## src/hdl/hxd_pkg.sv

```systemverilog
package hxd_pkg;

    // Character codes the decoder reacts to
    localparam logic [7:0] CHAR_ZERO    = 8'h30;  // '0'
    localparam logic [7:0] CHAR_NINE    = 8'h39;  // '9'
    localparam logic [7:0] CHAR_LOWER_A = 8'h61;  // 'a'
    localparam logic [7:0] CHAR_LOWER_F = 8'h66;  // 'f'
    localparam logic [7:0] CHAR_UPPER_A = 8'h41;  // 'A'
    localparam logic [7:0] CHAR_UPPER_F = 8'h46;  // 'F'
    localparam logic [7:0] CHAR_LOWER_X = 8'h78;  // 'x'
    localparam logic [7:0] CHAR_SPACE   = 8'h20;
    localparam logic [7:0] CHAR_TAB     = 8'h09;  // first of TAB, LF, VT, FF, CR
    localparam logic [7:0] CHAR_CR      = 8'h0D;
    localparam logic [3:0] LETTER_BASE  = 4'd10;

    localparam int unsigned DATA_W  = 8;
    localparam int unsigned TDATA_W = 16;

    typedef enum logic [1:0] {
        STATUS_OK       = 2'd0,
        STATUS_BAD_DIGIT = 2'd1,
        STATUS_ODD_PAIR  = 2'd2
    } hxd_status_t;

    // Raw characters seen in the current string, saturating
    typedef enum logic [1:0] {
        POS_FIRST  = 2'd0,
        POS_SECOND = 2'd1,
        POS_REST   = 2'd2
    } hxd_pos_t;

    typedef struct packed {
        logic       digit;
        logic       blank;
        logic [3:0] value;
    } hxd_class_t;

    typedef struct packed {
        logic              byte_valid;
        logic [DATA_W-1:0] data_byte;
        logic              end_of_string;
        hxd_status_t       status;
    } hxd_result_t;

endpackage

```

## src/hdl/hxd_char_class.sv

```systemverilog
module hxd_char_class (
    input  logic [7:0]         char_code,
    output hxd_pkg::hxd_class_t char_class
);

    logic is_dec;
    logic is_lower;
    logic is_upper;

    // Range compares for the three digit groups
    assign is_dec   = (char_code >= hxd_pkg::CHAR_ZERO)    && (char_code <= hxd_pkg::CHAR_NINE);
    assign is_lower = (char_code >= hxd_pkg::CHAR_LOWER_A) && (char_code <= hxd_pkg::CHAR_LOWER_F);
    assign is_upper = (char_code >= hxd_pkg::CHAR_UPPER_A) && (char_code <= hxd_pkg::CHAR_UPPER_F);

    // Space plus the TAB..CR control range
    assign char_class.blank = (char_code == hxd_pkg::CHAR_SPACE) ||
                              ((char_code >= hxd_pkg::CHAR_TAB) && (char_code <= hxd_pkg::CHAR_CR));
    assign char_class.digit = is_dec || is_lower || is_upper;

    // Nibble value; letters add ten to the offset from 'a' or 'A'
    always_comb begin
        if (is_lower) begin
            char_class.value = hxd_pkg::LETTER_BASE +
                               4'(char_code - hxd_pkg::CHAR_LOWER_A);
        end else if (is_upper) begin
            char_class.value = hxd_pkg::LETTER_BASE +
                               4'(char_code - hxd_pkg::CHAR_UPPER_A);
        end else begin
            char_class.value = char_code[3:0];
        end
    end

endmodule

```

## src/hdl/hxd_step.sv

```systemverilog
module hxd_step (
    input  logic                 aclk,
    input  logic                 aresetn,
    input  logic                 advance,
    input  logic [7:0]           char_code,
    input  logic                 last_char,
    input  hxd_pkg::hxd_class_t  char_class,
    output hxd_pkg::hxd_result_t result
);

    hxd_pkg::hxd_pos_t pos_reg, pos_next;
    logic              zero_held_reg, zero_held_next;
    logic [3:0]        high_reg, high_next;
    logic              pend_reg, pend_next;
    logic              err_reg, err_next;

    logic       is_zero;
    logic       is_x;
    logic       first_zero;
    logic       prefix_x;
    logic       release_zero;
    logic       skip_take;
    logic       pre_pend;
    logic [3:0] pre_high;
    logic       got;
    logic [7:0] byte_out;
    logic       pend_final;

    assign is_zero = (char_code == hxd_pkg::CHAR_ZERO);
    assign is_x    = (char_code == hxd_pkg::CHAR_LOWER_X);

    // Prefix detection: a leading '0' is held, "0x" drops both characters
    assign first_zero   = (pos_reg == hxd_pkg::POS_FIRST) && is_zero;
    assign prefix_x     = (pos_reg == hxd_pkg::POS_SECOND) && zero_held_reg && is_x;
    assign release_zero = (pos_reg == hxd_pkg::POS_SECOND) && zero_held_reg && !is_x;
    assign skip_take    = first_zero || prefix_x;

    // A released '0' opens a pair before the current character is decoded
    assign pre_pend = release_zero ? 1'b1 : pend_reg;
    assign pre_high = release_zero ? 4'd0 : high_reg;

    // Decode the current character against the open pair
    always_comb begin
        got       = 1'b0;
        byte_out  = '0;
        err_next  = err_reg;
        pend_next = pre_pend;
        high_next = pre_high;
        if (!err_reg && !skip_take && !char_class.blank) begin
            if (!char_class.digit) begin
                err_next = 1'b1;
            end else if (pre_pend) begin
                got       = 1'b1;
                byte_out  = {pre_high, char_class.value};
                pend_next = 1'b0;
                high_next = 4'd0;
            end else begin
                pend_next = 1'b1;
                high_next = char_class.value;
            end
        end
    end

    // A '0' still held at the end counts as a lone digit
    assign pend_final = pend_next || (last_char && first_zero);

    always_comb begin
        result.byte_valid    = got;
        result.data_byte     = byte_out;
        result.end_of_string = last_char;
        if (err_next) begin
            result.status = hxd_pkg::STATUS_BAD_DIGIT;
        end else if (last_char && pend_final) begin
            result.status = hxd_pkg::STATUS_ODD_PAIR;
        end else begin
            result.status = hxd_pkg::STATUS_OK;
        end
    end

    // Advance the character position, saturating
    always_comb begin
        unique case (pos_reg)
            hxd_pkg::POS_FIRST:  pos_next = hxd_pkg::POS_SECOND;
            hxd_pkg::POS_SECOND: pos_next = hxd_pkg::POS_REST;
            hxd_pkg::POS_REST:   pos_next = hxd_pkg::POS_REST;
            default:             pos_next = hxd_pkg::POS_REST;
        endcase
    end

    assign zero_held_next = first_zero;

    // Update string state per transaction; clear it after the final character
    always_ff @(posedge aclk) begin
        if (!aresetn) begin
            pos_reg       <= hxd_pkg::POS_FIRST;
            zero_held_reg <= 1'b0;
            high_reg      <= 4'd0;
            pend_reg      <= 1'b0;
            err_reg       <= 1'b0;
        end else if (advance) begin
            if (last_char) begin
                pos_reg       <= hxd_pkg::POS_FIRST;
                zero_held_reg <= 1'b0;
                high_reg      <= 4'd0;
                pend_reg      <= 1'b0;
                err_reg       <= 1'b0;
            end else begin
                pos_reg       <= pos_next;
                zero_held_reg <= zero_held_next;
                high_reg      <= high_next;
                pend_reg      <= pend_next;
                err_reg       <= err_next;
            end
        end
    end

`ifndef NO_ASSERTIONS
    a_clear_after_last: assert property (@(posedge aclk) disable iff (!aresetn)
        advance && last_char |=>
            (pos_reg == hxd_pkg::POS_FIRST) && !pend_reg && !err_reg && !zero_held_reg)
        else $error("string state not cleared after final character");

    a_held_zero_alone: assert property (@(posedge aclk) disable iff (!aresetn)
        zero_held_reg |-> (pos_reg == hxd_pkg::POS_SECOND) && !pend_reg && !err_reg)
        else $error("held zero coexists with other string state");

    a_no_byte_on_error: assert property (@(posedge aclk) disable iff (!aresetn)
        err_reg |-> !got)
        else $error("byte produced after invalid digit");
`endif

endmodule

```

## src/hdl/hex_text_to_byte_decoder.sv

```systemverilog
// Hex text to byte decoder.
// The slave channel takes one character per transaction: s_axis_tdata holds the
// character code, s_axis_tlast marks the final character of a string. A leading
// "0x" is dropped, whitespace is skipped, and each pair of hex digits becomes a
// byte, first digit in the high nibble.
// The master channel returns exactly one transaction per character: tuser says
// whether tdata carries a completed byte, tdata also carries the status (ok,
// invalid digit, incomplete pair) and tlast marks the result of the final
// character, whose status is the outcome for the whole string.
// Each character passes through two registers: the input register, then the decode
// logic into the result register. Throughput is one character per cycle while the
// receiver accepts results, set by the single decode pass between the two registers.
// When the receiver stalls, the result register holds and the input register
// still takes one more character; s_axis_tready falls only when both are full.
// Reset clears both registers and the string state, so the next character is
// treated as the start of a new string.
module hex_text_to_byte_decoder (
    input  logic                        aclk,
    input  logic                        aresetn,
    input  logic                        s_axis_tvalid,
    output logic                        s_axis_tready,
    input  logic [7:0]                  s_axis_tdata,   // [7:0] char_code
    input  logic                        s_axis_tlast,   // last_char
    output logic                        m_axis_tvalid,
    input  logic                        m_axis_tready,
    output logic [hxd_pkg::TDATA_W-1:0] m_axis_tdata,   // [7:0] data_byte, [9:8] status
    output logic                        m_axis_tuser,   // byte_valid
    output logic                        m_axis_tlast    // end_of_string
);

    logic                 in_valid_reg;
    logic [7:0]           in_char_reg;
    logic                 in_last_reg;
    logic                 out_valid_reg;
    hxd_pkg::hxd_result_t out_reg;
    logic                 out_free;
    logic                 advance;
    hxd_pkg::hxd_class_t  char_class;
    hxd_pkg::hxd_result_t result;

    assign out_free      = !out_valid_reg || m_axis_tready;
    assign advance       = in_valid_reg && out_free;
    assign s_axis_tready = !in_valid_reg || advance;

    // Input register
    always_ff @(posedge aclk) begin
        if (!aresetn) begin
            in_valid_reg <= 1'b0;
        end else if (s_axis_tready) begin
            in_valid_reg <= s_axis_tvalid;
        end
    end

    always_ff @(posedge aclk) begin
        if (s_axis_tready && s_axis_tvalid) begin
            in_char_reg <= s_axis_tdata;
            in_last_reg <= s_axis_tlast;
        end
    end

    hxd_char_class u_class (
        .char_code  (in_char_reg),
        .char_class (char_class)
    );

    hxd_step u_step (
        .aclk       (aclk),
        .aresetn    (aresetn),
        .advance    (advance),
        .char_code  (in_char_reg),
        .last_char  (in_last_reg),
        .char_class (char_class),
        .result     (result)
    );

    // Result register
    always_ff @(posedge aclk) begin
        if (!aresetn) begin
            out_valid_reg <= 1'b0;
        end else if (out_free) begin
            out_valid_reg <= in_valid_reg;
        end
    end

    always_ff @(posedge aclk) begin
        if (advance) begin
            out_reg <= result;
        end
    end

    assign m_axis_tvalid = out_valid_reg;
    assign m_axis_tuser  = out_reg.byte_valid;
    assign m_axis_tlast  = out_reg.end_of_string;
    assign m_axis_tdata  = {(hxd_pkg::TDATA_W - hxd_pkg::DATA_W - 2)'(0),
                            out_reg.status, out_reg.data_byte};

`ifndef NO_ASSERTIONS
    a_idle_byte_zero: assert property (@(posedge aclk) disable iff (!aresetn)
        m_axis_tvalid && !m_axis_tuser |-> (m_axis_tdata[7:0] == 8'd0))
        else $error("data byte not zero without a completed byte");

    a_odd_only_at_end: assert property (@(posedge aclk) disable iff (!aresetn)
        m_axis_tvalid && (m_axis_tdata[9:8] == hxd_pkg::STATUS_ODD_PAIR) |-> m_axis_tlast)
        else $error("incomplete pair reported before final character");

    a_status_legal: assert property (@(posedge aclk) disable iff (!aresetn)
        m_axis_tvalid |-> (m_axis_tdata[9:8] != 2'd3))
        else $error("undefined status code");
`endif

endmodule
```

## config.mk

```make
export PLATFORM = sky130hd
export DESIGN_NAME = hex_text_to_byte_decoder
export DESIGN_NICKNAME = d
export VERILOG_FILES = /design/src/hdl/hxd_pkg.sv /design/src/hdl/hxd_char_class.sv /design/src/hdl/hxd_step.sv /design/src/hdl/hex_text_to_byte_decoder.sv
export SDC_FILE = /design/constraint.sdc
export NUM_CORES = 1
export LEC_CHECK = 0
export ABC_AREA = 1
export BUFFER_PORTS_ARGS = -buffer_cell sky130_fd_sc_hd__buf_2
export CAP_MARGIN = 10
export CORE_MARGIN = 1.5
export CORE_UTILIZATION = 50
export DETAILED_ROUTE_END_ITERATION = 7
export PLACE_DENSITY_LB_ADDON = 0.05
export SYNTH_ARGS = -nofsm -noshare
export SYNTH_HDL_FRONTEND = slang
export SYNTH_SLANG_ARGS = --single-unit
```

## constraint.sdc

```tcl
create_clock -name aclk -period 3.76 [get_ports aclk]
set_clock_uncertainty 0.1 [all_clocks]
set_input_delay 0.752 -clock aclk [delete_from_list [all_inputs] [get_ports aclk]]
set_output_delay 0.752 -clock aclk [all_outputs]
set_load 0.05 [all_outputs]
```

==> reports/metrics.cfg, run 1 <==
[pwr]
peakVddDrop_v = 0.0002363
p_per_area_nw_per_um2 = 364.4
p_leak_nw = 0.8203

[worst_setup_path]
required_ns = 3.75
critPathArrivalTime_ns = 2.08
crit_type = reg -> reg
cpPeakStageDelay_ns = 0.47
path_max_fanout = 5
worstSetupStartpointType = flop
endpoint_kind = flop
critPathSlowestCell = edfxtp_1
cp_cell_sequence = inv_1, ha_1, nand2_2, nor2_1, nand3_2, nand2_2, nor2_4, nand2_1, nand2_1, a21boi_1, nor2_1

[timing]
rsz0062_at_grt = false
setup_tns_ns = 0
finalCritPeriodShare_pct = 55.48
slew_violations = 0
finalCriticalPeriod_ns = 2.086
hold_viol = 0
max_freq_mhz = 479.4
setup_viol = 0

[routing]
routed_via_density = 4.724
vias = 1266
drt_iter0_markers = 30
first_pass_iters = 4
wl_per_cell_um = 10.27
ant_nets = 0
wl_um = 2752
highest_layer = met4
route.detailed.drc = 0
wl_met3_um = 171
wl_met2_um = 1319
met1_length_um = 1214

[synth]
postSynthAreaPerCell_um2 = 9.022
ys_seq_area_share_pct = 49.64
ys_seq_elements = 32
synthesis.area_um2 = 1714
yosys.area.top_type = edfxtp_1
synth_top_area_share_pct = 36.79
synthCells = 190
synth.distinct_cells = 27
synthTopCellsByArea = edfxtp_1 37%, dfxtp_1 13%, nand2_1 11%, nand3_1 4.4%, nor2_2 4.0%
ys.warnings.count = 0

[place]
place.gp.congestion = 0.7904
io_buffers = 26
dp_cells = 260
dp_hpwl_um = 2214

[cts]
clk_pin_slew_ns = 0.09
htreeDepth = 2
root_buffer = clkbuf_4
clock_latency_ns = 0.33
clock_sinks = 32
ctsHoldBuffers = 0
cts_resized = 0
cts_buffers = 5
cts_setup_buffers = 0
cts_tree = built
clk_path_buf_depth = 2

[final_layout]
drive_above_1_share_pct = 31.08
final_util_pct = 58.31
synthToLayoutAreaGrowth_pct = 12.63
fin_cells = 268
antennaDiodeCount = 0
nets = 238
largest_reg_flops = 10

[grt]
grt_pass1_vias = 1122
antenna_found_initial = 0
grt_use_total_pct = 17.22
grt_overflow_total = 0
grt_max_degree = 14
grt_first_pass_wirelength_um = 4616

[outcome]
status = complete, no violations

[floorplan]
io_pins = 33
row_count = 21
design.core.area_um2 = 3311
die_h_um = 61.55
die_area_um2 = 3788
start_util_pct = 51.78
die_w_um = 61.55

[hold_path]
min_path_type = reg -> reg

[run]
drv_cap = 0

[path summary, 6_finish.rpt]
check                                     from                                end  slack, ns  cells after the start
min reg2reg  u_step.zero_held_reg$_SDFFE_PN0P_  u_step.zero_held_reg$_SDFFE_PN0P_       0.37                      2
min          u_step.zero_held_reg$_SDFFE_PN0P_  u_step.zero_held_reg$_SDFFE_PN0P_       0.37                      2
max reg2reg           in_char_reg[0]$_DFFE_PP_      m_axis_tdata[9]$_SDFFCE_PP0P_       1.67                     11
max                   in_char_reg[0]$_DFFE_PP_      m_axis_tdata[9]$_SDFFCE_PP0P_       1.67                     11
[Yosys cell counts (all sizes together)]
master	n
nand2	56
nor2	26
edfxtp	21
inv	19
nand3	19
a21oi	15
dfxtp	11
buf	6
o21ai	6
ha	4
nand4	2
a21boi	1
clkbuf	1
clkinv	1
conb	1
nand3b	1
[layout make-up]
| class | count | area, um^2 |
|---|---|---|
| repair buffers | 26 | 130.1 |
| fillers | 318 | 1380 |
| clock buffers | 8 | 58.81 |
| inverters | 20 | 77.57 |
| flip-flops and latches | 32 | 850.8 |
| well taps | 46 | 57.56 |
| multi-input cells | 136 | 755.7 |
[logic make-up after synthesis]
group                      synth area share (%)
DFF                                       49.63
adders and majority gates                 2.920
other                                    0.2188
AOI/OAI and AO/OA                         8.541
and+or+nand+nor                           31.31
buffers and inverters                     7.372
[cells in the final DEF (no fill, tap or decap)]
master    synthesis  layout
nand2_4           2       2
nand2_2           4       4
clkbuf_8          0       1
conb_1            1       6
inv_4             1       1
clkinv_1          1       1
nand3_2           2       2
inv_2             4       4
nand4_1           2       2
a21oi_2           4       4
dfxtp_1          11      11
nor2_4            3       3
nand2_1          50      50
clkbuf_4          0       5
o21ai_0           4       4
inv_1            14      14
nand3b_2          1       1
a21oi_1          10      10
buf_2             0      26
a21boi_1          1       1
edfxtp_1         21      21
ha_1              4       4
nand3_1          15      15
clkbuf_1          1       2
nor2_1           12      12
nor2_2           11      11
nand3_4           2       2
o21ai_2           2       2
a21oi_4           1       1
[layer usage]
metal / global-route usage, % / up-vias
met3: 6.933 / 6
met5: 0 / -
li1: - / 676
met4: 6.383 / 0
met1: 19.76 / 544
met2: 28.87 / 40
[critical path, delay by kind of cell (launching register included)]
family,cells,cell delay (ns)
simple gates,8,0.76
flops,1,0.47
fa+ha+maj,1,0.20
compound gates,1,0.18
buf+inv,1,0.13
[power breakdown]
group,internal [mW],total [mW],switching (mW)
logic,0.0261,0.105,0.0791
registers,0.389,0.398,0.00903
clock network,0.0921,0.200,0.108
[through the flow]
step / worst slack (ns) / area (um^2) / power (mW) / hold WS (ns)
2_1_floorplan: 1.696 / 1733 / 0.4945 / 0.3454
3_3_place_gp: 1.688 / 1872 / 0.5098 / 0.3597
3_5_place_dp: 1.671 / 1872 / 0.5119 / 0.3634
4_1_cts: 1.676 / 1931 / 0.7074 / 0.3775
5_1_grt: 1.523 / 1931 / 0.7361 / 0.3928
6_report: 1.674 / 1931 / 0.7036 / 0.3708
No activity file was read; power rests on OpenSTA's default activity.
==> run 2: changes to the inputs <==
clock period = 2.05 ns   (was 3.76 ns; I/O delays follow)
==> run 2 against run 1 <==
  * Flip-flop and latch count unchanged
  * Global-route usage up 0.37 points
  * Clock power up 100%
  * Worst hold slack worse by 0.23 ns
  * Via count up 4.3%
  * Non-clock buffer count up 6
  * Count of clock-buffer cells in the layout unchanged
  * Critical endpoint unchanged
  * Largest cell class unchanged
==> reports/metrics.cfg, run 2 (synthesized netlist as in run 1, its figures left out) <==
[outcome]
status = complete, no violations

[final_layout]
antennaDiodeCount = 0
final_cell_mix = 49 x nand2_1, 26 x buf_2, 21 x edfxtp_1
largest_reg_flops = 10
final_common_cell = nand2_1
drive_above_1_share_pct = 38.16
synthToLayoutAreaGrowth_pct = 20.80
nets = 244
stdcell_area_um2 = 2071

[grt]
antenna_found_initial = 0
grt_pass1_vias = 1105
grt_use_total_pct = 17.59
grt_overflow_total = 0
grt_first_pass_wirelength_um = 4685
grt_use_met3_pct = 6.933
grt_max_degree = 14
use_met1_pct = 20.84
top_usage_layer = met2
use_met2_pct = 27.82

[place]
dp_hpwl_um = 2241
io_buffers = 26
post_dp_cell_area_um2 = 1887
place.gp.congestion = 0.8307

[worst_setup_path]
reg2reg_depth = 11
cpPeakStageDelay_ns = 0.51
worstSetupStartpointType = flop
cp_cell_sequence = inv_2, ha_4, nand2_4, nor2_2, nand3_2, nand2_2, nor2_4, nand2_1, nand2_1, a21boi_1, nor2_1
crit_type = reg -> reg
rrSetupSlack_ns = 0.05
critPathArrivalTime_ns = 2.02
cp_top_family = simple AND/OR/NAND/NOR gates
endpoint_kind = flop
r2r_end = m_axis_tdata[9]$_SDFFCE_PP0P_
critPathSlowestCell = edfxtp_1
path_max_fanout = 5
reg2reg_from = in_char_reg[0]$_DFFE_PP_
critPathBufInv = 1
cp_common_cell = nand2_1
required_ns = 2.07

[cts]
root_buffer = clkbuf_4
clock_sinks = 32
clock_latency_ns = 0.34
cts_tree = built
ctsHoldBuffers = 0
cts_buffers = 5
clk_path_buf_depth = 2
clk_pin_slew_ns = 0.10
htreeDepth = 2

[pwr]
peakVddDrop_v = 0.0004027
p_int_uw = 979.2
p_per_area_nw_per_um2 = 656.6
sw_frac_of_total_pct = 27.99
seq_power_share_pct = 53.8
pwr-share-comb_pct = 16.3
p_leak_nw = 0.8795
power_switching_uw = 380.6
clock_power_share_pct = 29.9

[floorplan]
die_area_um2 = 3788
io_pins = 33
die_w_um = 61.55
design.core.area_um2 = 3311
die_h_um = 61.55
row_count = 21
start_util_pct = 51.78

[routing]
vias = 1321
drt_iter0_markers = 58
routed_via_density = 4.821
first_pass_iters = 4
ant_nets = 0
wl_um = 3070
route.detailed.drc = 0
wl_per_cell_um = 11.20

[timing]
finalCritPeriodShare_pct = 97.55
rsz0062_at_grt = true
finalCriticalPeriod_ns = 2.000
setup_viol = 0
max_freq_mhz = 500.1
whs_ns = 0.1369
hold_viol = 0
slew_violations = 0

[hold_path]
min_path_type = in -> reg
min_to = in_char_reg[4]$_DFFE_PP_
hold_start = s_axis_tdata[4]
hold_depth = 1

[run]
drv_cap = 0

## run 2: cell count changes in the layout (fill, tap and decap cells not counted), moves of 2 or more
cell	change
inv_2	+2
nand3_2	+2
ha_1	-3
nor2_1	-2
ha_4	+3
nor2_4	+2
buf_4	+6
inv_1	-2
nand3_1	-2
## run 2: area by class of cell
| cell class | count | area [um^2] |
|---|---|---|
| multi-input combinational | 136 | 838.3 |
| sequential | 32 | 850.8 |
| fill | 270 | 1240 |
| timing repair buffer | 32 | 175.2 |
| clock buffer | 8 | 68.82 |
| inverter | 20 | 80.08 |
| tap | 46 | 57.56 |
## run 2: power by group through the flow
| stage | clock network, mW | registers, mW | logic (mW) |
|---|---|---|---|
| after detailed placement | 0 | 0.745 | 0.198 |
| after CTS | 0.416 | 0.730 | 0.199 |
| after floorplan | 0 | 0.782 | 0.125 |
| after global routing | 0.447 | 0.736 | 0.243 |
| final | 0.406 | 0.732 | 0.222 |
| after global placement | 0 | 0.744 | 0.196 |
## run 2: worst max-delay path by stage
stage                               start                            end  slack [ns]  cells after the start
2_1_floorplan  m_axis_tvalid$_SDFFE_PN0P_       in_char_reg[0]$_DFFE_PP_        0.11                      3
5_1_grt          in_char_reg[0]$_DFFE_PP_  m_axis_tdata[9]$_SDFFCE_PP0P_       -0.09                     11
6_report         in_char_reg[0]$_DFFE_PP_  m_axis_tdata[9]$_SDFFCE_PP0P_        0.05                     11
3_5_place_dp     in_char_reg[0]$_DFFE_PP_  m_axis_tdata[9]$_SDFFCE_PP0P_       0.003                     10
4_1_cts          in_char_reg[0]$_DFFE_PP_  m_axis_tdata[9]$_SDFFCE_PP0P_       0.008                     10
3_3_place_gp     in_char_reg[0]$_DFFE_PP_  m_axis_tdata[9]$_SDFFCE_PP0P_        0.09                     10
## run 2: metal layers
| metal | wire, um | share of wire (%) | up-vias |
|---|---|---|---|
| li1 | - | - | 684 |
| met1 | 1326 | 43 | 582 |
| met2 | 1466 | 48 | 49 |
| met3 | 204 | 6.6 | 6 |
| met4 | 72 | 2.3 | 0 |
| met5 | 0 | 0 | - |
## run 2: repair_timing
item | 4_1_cts | 5_1_grt
setup buffers | 0 | 4
endpoints found under the setup margin | 0 | 14
gates resized for setup | 0 | 20
## run 2: through the flow
stage | setup WS [ns] | setup TNS [ns] | util (%) | std cells | total power, mW
floorplan | 0.1085 | 0 | - | 195 | 0.9070
global placement | 0.08501 | 0 | 56.99 | 262 | 0.9399
detailed placement | 0.002640 | 0 | 56.99 | 262 | 0.9431
CTS | 0.007959 | 0 | 59.07 | 270 | 1.345
global route | -0.09444 | -0.1769 | 62.55 | 274 | 1.426
finish | 0.05020 | 0 | 62.55 | 274 | 1.360
